**src/hw/rtl/opr_pkg.sv**
```systemverilog
package opr_pkg;

  localparam int unsigned PATTERN_W        = 64;
  localparam int unsigned RANK_W           = 61;
  localparam int unsigned CNT_W            = 7;
  localparam int unsigned LANES            = 64;
  localparam int unsigned BYTES            = LANES / 8;
  localparam int unsigned MAX_ORBITALS_DEF = 64;
  localparam int unsigned OUT_DATA_W       = ((RANK_W + 7) / 8) * 8;

  typedef logic [CNT_W-1:0]  cnt_t;
  typedef logic [RANK_W-1:0] rank_t;
  typedef logic [LANES:0][RANK_W-1:0] binom_row_t;

  typedef enum logic [0:0] {
    REG_ORBITAL_COUNT = 1'b0,
    REG_SET_BIT_COUNT = 1'b1
  } cfg_reg_t;

  typedef struct packed {
    logic s1;
    logic s2;
    logic s3;
    logic s4;
    logic s5;
    logic s6;
  } pipe_en_t;

  function automatic binom_row_t binom_row(input int unsigned row);
    logic [LANES:0][63:0] cur;
    binom_row_t           res;
    cur = '0;
    cur[0] = 64'd1;
    for (int unsigned n = 1; n <= row; n++) begin
      for (int unsigned r = n; r >= 1; r--) begin
        cur[r] = cur[r] + cur[r-1];
      end
    end
    for (int unsigned r = 0; r <= LANES; r++) begin
      res[r] = cur[r][RANK_W-1:0];
    end
    return res;
  endfunction

endpackage

```
**src/hw/rtl/opr_count.sv**
```systemverilog
module opr_count #(
  parameter int unsigned MAX_ORBITALS = opr_pkg::MAX_ORBITALS_DEF
) (
  input  logic                           clk,
  input  opr_pkg::pipe_en_t              en,
  input  logic [opr_pkg::PATTERN_W-1:0]  pattern,
  input  opr_pkg::cnt_t                  orbital_count,
  input  opr_pkg::cnt_t                  set_bit_count,
  output logic [opr_pkg::PATTERN_W-1:0]  bits,
  output opr_pkg::cnt_t                  cnt [opr_pkg::LANES],
  output logic                           ok
);
  import opr_pkg::*;

  localparam cnt_t MAX_N = CNT_W'(MAX_ORBITALS);

  cnt_t                 n_eff;
  logic                 range_ok_nxt, range_ok_r;
  logic [3:0]           byte_cnt_nxt [BYTES];
  logic [3:0]           byte_cnt_r   [BYTES];
  logic [3:0]           in_byte_nxt  [LANES];
  logic [3:0]           in_byte_r    [LANES];
  logic [PATTERN_W-1:0] bits1_r, bits2_r;
  cnt_t                 cnt_nxt [LANES];
  cnt_t                 cnt_r   [LANES];
  logic                 ok_nxt, ok_r;

  always_comb begin
    logic [3:0] acc;
    acc = '0;
    n_eff = (orbital_count > MAX_N) ? MAX_N : orbital_count;
    range_ok_nxt = 1'b1;
    for (int i = 0; i < LANES; i++) begin
      if (pattern[i] && (CNT_W'(i) >= n_eff)) begin
        range_ok_nxt = 1'b0;
      end
    end
    for (int b = 0; b < BYTES; b++) begin
      acc = '0;
      for (int j = 0; j < 8; j++) begin
        acc = acc + {3'b000, pattern[8*b+j]};
        in_byte_nxt[8*b+j] = acc;
      end
      byte_cnt_nxt[b] = acc;
    end
  end

  always_comb begin
    cnt_t off;
    off = '0;
    for (int b = 0; b < BYTES; b++) begin
      for (int j = 0; j < 8; j++) begin
        cnt_nxt[8*b+j] = off + {3'b000, in_byte_r[8*b+j]};
      end
      off = off + {3'b000, byte_cnt_r[b]};
    end
    ok_nxt = range_ok_r && (off == set_bit_count);
  end

  always_ff @(posedge clk) begin
    if (en.s1) begin
      bits1_r     <= pattern;
      range_ok_r  <= range_ok_nxt;
      byte_cnt_r  <= byte_cnt_nxt;
      in_byte_r   <= in_byte_nxt;
    end
    if (en.s2) begin
      bits2_r <= bits1_r;
      cnt_r   <= cnt_nxt;
      ok_r    <= ok_nxt;
    end
  end

  assign bits = bits2_r;
  assign cnt  = cnt_r;
  assign ok   = ok_r;

endmodule

```
**config.mk**
```make
export PLATFORM = sky130hd
export DESIGN_NAME = opr_count
export DESIGN_NICKNAME = d
export VERILOG_FILES = /design/src/hw/rtl/opr_pkg.sv /design/src/hw/rtl/opr_count.sv
export SDC_FILE = /design/constraint.sdc
export NUM_CORES = 1
export LEC_CHECK = 0
export BUFFER_PORTS_ARGS = -buffer_cell sky130_fd_sc_hd__buf_2
export CORE_MARGIN = 2
export CORE_UTILIZATION = 61
export CTS_CLUSTER_SIZE = 24
export DETAILED_ROUTE_END_ITERATION = 16
export PLACE_DENSITY = 0.95
export SLEW_MARGIN = 20
export SYNTH_ARGS = -nofsm -noshare
export SYNTH_HDL_FRONTEND = slang
export SYNTH_SLANG_ARGS = --single-unit
```
**constraint.sdc**
```tcl
create_clock -name clk -period 15.5 [get_ports clk]
set_clock_uncertainty 0.15 [all_clocks]
set_input_delay 2.325 -clock clk [delete_from_list [all_inputs] [get_ports clk]]
set_output_delay 2.325 -clock clk [all_outputs]
set_load 0.02 [all_outputs]
```
-- Word level (Yosys, flattened, before mapping)
Index checks and enable logic that the tools add are counted.
- bits in registers: 783
- latch bits: 0
- bits in writable memories: 0
- memory bits (read-only): 0
- input bits: 85
- output and inout bits: 513
- word-level logic and storage cells: 378
- memories: 0
- add/sub/neg operators: 112
- multiply operators: 0
- div/mod/pow operators: 0
- order comparisons: 65
- eq/ne operators: 1
- shifts and indexed selects: 0
- mux-type cells: 2
- bitwise logic cells: 0
- reductions and logical operators: 66
- operators with widths (cell ; number):
    $ge 6x7->1 const A ; 32
    $add 7x4->7 ; 28
    $add 4x1->4 ; 32
    $ge 5x7->1 const A ; 16
    $logic_and 1x1->1 ; 65
    $reduce_or 63->1 ; 1
    $ge 4x7->1 const A ; 8
    $add 6x4->7 ; 7
    $add 5x4->6 ; 7
    $add 4x4->5 ; 7
    $add 3x1->4 ; 8
    $add 7x1->7 ; 4
    $ge 3x7->1 const A ; 4
    $add 2x1->3 ; 8
    $add 1x1->2 ; 8
    $ge 1x7->1 const A ; 2
    $ge 2x7->1 const A ; 2
    $add 6x1->7 ; 1
    $eq 7x7->1 ; 1
    $gt 7x7->1 const B ; 1
    $mux 7 ; 1
    $add 5x1->6 ; 1
    $add 4x1->5 ; 1
    $mux 1 ; 1

-- Longest topological paths before layout
- depth after elaboration: 9
- depth in mapped cells: 25
- mapped depth without buffers: 25

-- Worst setup path after synthesis
No wires, ideal clock.
- path kind: register to register
- start point: register, netlist name in_byte_r[224]
- end point: register ok_r (netlist: ok), data pin
- setup time: 150 ps
- arrival time: 8850 ps
- path slack: 6350 ps
- cell stages (with the launch flop): 23
- buffers on the path: 0
- period minus slack after synthesis: 9150 ps
- cells stage by stage: edfxtp_1 -> ha_1 -> fa_1 -> inv_1 -> fa_1 -> xnor2_1 -> ha_1 -> a21oi_1 -> nand2_1 -> xor2_1 -> ha_1 -> xor2_1 -> ha_1 -> xnor2_1 -> ha_1 -> xnor2_1 -> ha_1 -> o21ai_0 -> nand2b_1 -> xor2_1 -> xor2_1 -> or4_1 -> nor3_2
- RTL lines (element ; line ; RTL):
    end signal, assigned ; opr_count.sv:70 ; ok_r <= ok_nxt;
    end, declared ; opr_count.sv:26 ; logic ok_nxt, ok_r;

==> summary.txt <==
Finish
  • Multi-input logic area: 10800 sq um
  • Layout cells sized above 1: 24.8%
  • Nets@finish: 3115
  • Storage cell area: 21700 sq um
  • Fillers: 3091
  • Post-Route Utilization: 72.4%
  • Synth-to-Final Area Change: 17.4%

CTS
  • Post-CTS Resized: 0
  • CTS Sinks: 723
  • Worst skew pair latency: 0.61 ns
  • Clk buf depth: 3
  • Total CTS buffers: 73
  • # hold bufs at CTS: 0
  • Root buf cell: clkbuf_16
  • Setup bufs post-CTS: 0
  • Clk slew on worst S/H paths: 0.06 ns
  • H-Tree Depth: 3
  • CTS tree: done

Synthesis
  • Flops & latches, synth: 723
  • Mean Syn Cell Area: 16.1 sq um
  • Synth top area cells: edfxtp_1, ha_1, xnor2_1
  • Syn Inst Count: 2060
  • Largest area contributor in the netlist: edfxtp_1
  • Post-synth EDFFs: 723
  • Ys async rst share: 0%
  • Cell variety after synth: 54
  • Seq/Total Area, Yosys: 65.6%
  • Dominant synthesized flop cell: edfxtp_1
  • Post-Syn Area: 33100 sq um
  • Share of the synthesized area in the top cell type: 65.6%
  • YS warnings: 0

Place
  • DPL Wire Length: 60200 um
  • Pre-CTS WS: 5.97 ns
  • PortBufs: 539
  • Routability-driven placement congestion ratio: 0.902

Worst setup path
  • Worst reg2reg path depth: 27
  • WP data required: 15.80 ns
  • CP max FO: 14
  • Delay-heaviest family, CP: adder cells
  • RR Endpoint: ok
  • Worst setup EP type: register
  • Setup slack, reg-to-reg: 5.77 ns
  • Kind of critical path: register to register
  • Crit path DAT: 10.03 ns
  • Max stage delay on crit path: 0.60 ns
  • CP max-delay cell: edfxtp_1
  • Startpoint types: register
  • Buffer and inverter count on the worst path: 6
  • Cell repeated most along the worst path: ha_1
  • Worst r2r src: in_byte_r[224]

Detailed routing
  • Vias: 20100
  • DR iter-0 viols: 1562
  • # DRC: 0
  • Final wirelength: 84900 um
  • Routed length per instance: 24.8 um
  • Vias per inst: 5.87
  • Final ANT Viol Nets: 0
  • Pre-antenna DRT Iters: 5

Global routing
  • Largest net degree at the start of global routing: 173
  • GR Util met3: 6.70%
  • Vias in the first global route: 20700
  • GRT Max-Usage Layer: met2
  • Grt total ovfl: 0
  • GR Util met2: 51.7%
  • Total GRT Usage: 30.0%
  • First-pass GRT wire length: 125000 um
  • GRT met1 Usage: 36.1%
  • Initial antenna violation count: 9

STA
  • Min Hold Slack: 0.263 ns
  • Unrepaired setup endpoints after global routing: no
  • Max-slew violation count: 0
  • Worst Setup Slack, final: 5.77 ns
  • Final setup vio count: 0
  • Crit share post-route: 62.8%
  • Slew headroom: 13.8%
  • Min Tclk post-route: 9.73 ns
  • Slew @ Worst Pin: 1.29 ns
  • Setup tns final: 0 ns
  • Max Clock Freq: 0.103 GHz
  • Final Hold Viols: 0

Floorplan
  • Row cnt: 85
  • Die area: 56100 sq um
  • # IOs: 598
  • Initial Util: 61.6%
  • Die Y: 237 um
  • Die width: 237 um
  • Core ar.: 53700 sq um

Hold path
  • Hold Path Class: register to register
  • Hold Path Origin: bits1_r[37]
  • Hold worst-path end: bits[37]
  • WHS Path Cells: 0

Flow run
  • Max Cap Viol: 0

Run status
  • Outcome: complete, no violations
registers in the layout, indices dropped and copies added, names as in the netlist:
signal,flops
cnt,393
in_byte_r,200
bits1_r,64
bits,64
ok,1
range_ok_r,1
cells in the final DEF (no fill, tap or decap), drive strengths merged, types with 4 or more instances in the layout:
master,count
edfxtp,723
buf,558
ha,290
xnor2,172
xor2,117
a21oi,102
clkbuf,95
o21ai,71
nor2,70
a21o,68
inv,68
fa,65
conb,57
nand3,56
nand2,55
nor2b,42
clkinv,25
and3,14
nand2b,10
and2,6
nand4,6
nor3,6
diode,5
a31oi,5
a221oi,5
nor4,4
bufinv,4
logic make-up after synthesis:
family	count (synthesis)	share of synthesized area [%]
XOR/XNOR	292	8.08
adder cells (fa/ha/maj)	355	14.9
buffers and inverters	142	2.32
flip-flops	723	65.6
AND/OR/NAND/NOR	277	4.14
AO/OA/AOI/OAI	270	4.95
other	1	0.0113
area by class of cell:
cell class | count | area share, %
sequential | 723 | 55.9
multi-input combinational | 1251 | 27.9
timing repair buffer | 558 | 7.44
clock buffer | 95 | 5.19
tap | 696 | 2.24
inverter | 68 | 0.670
clock inverter | 31 | 0.650
antenna | 5 | 0.0322
metrics by stage:
stage | instances | instance area (sq um)
CTS | 3421 | 38800
global placement | 3295 | 36600
global route | 3423 | 38900
detailed placement | 3295 | 36600
finish | 3427 | 38900
floorplan | 2116 | 33300
synthesized netlist by cell type, drive strengths merged, types with 3 or more instances:
master,instances
a21o,68
and2,6
o21a,3
xor2,117
xnor2,172
o21ai,71
a221oi,5
a31oi,5
nand2b,10
clkbuf,12
fa,65
or2,3
ha,290
nor4,4
and3,14
nand2,55
nand3,56
inv,68
nor2,70
nand4,6
nor3,6
buf,62
edfxtp,723
nor2b,42
a32oi,3
nand3b,3
a21oi,102
how the worst max path moves through the flow:
stage                         startpoint  endpoint  slack, ns  depth (start not counted)
after detailed placement  in_byte_r[224]        ok       5.97                         26
final                     in_byte_r[224]        ok       5.77                         27
after floorplan           in_byte_r[224]        ok       6.35                         22
after global routing      in_byte_r[224]        ok       5.34                         27
after CTS                 in_byte_r[224]        ok       5.85                         26
after global placement    in_byte_r[224]        ok       6.39                         27
routing by layer:
metal | routed length [um] | vias up
met2 | 43200 | 1180
met1 | 30400 | 9932
met4 | 3650 | 10
met5 | 64 | -
li1 | - | 8757
met3 | 7610 | 244
Power is left out: the tool's default activity adds up to more than one toggle a clock period on the data nets, which glitch-free logic cannot reach.
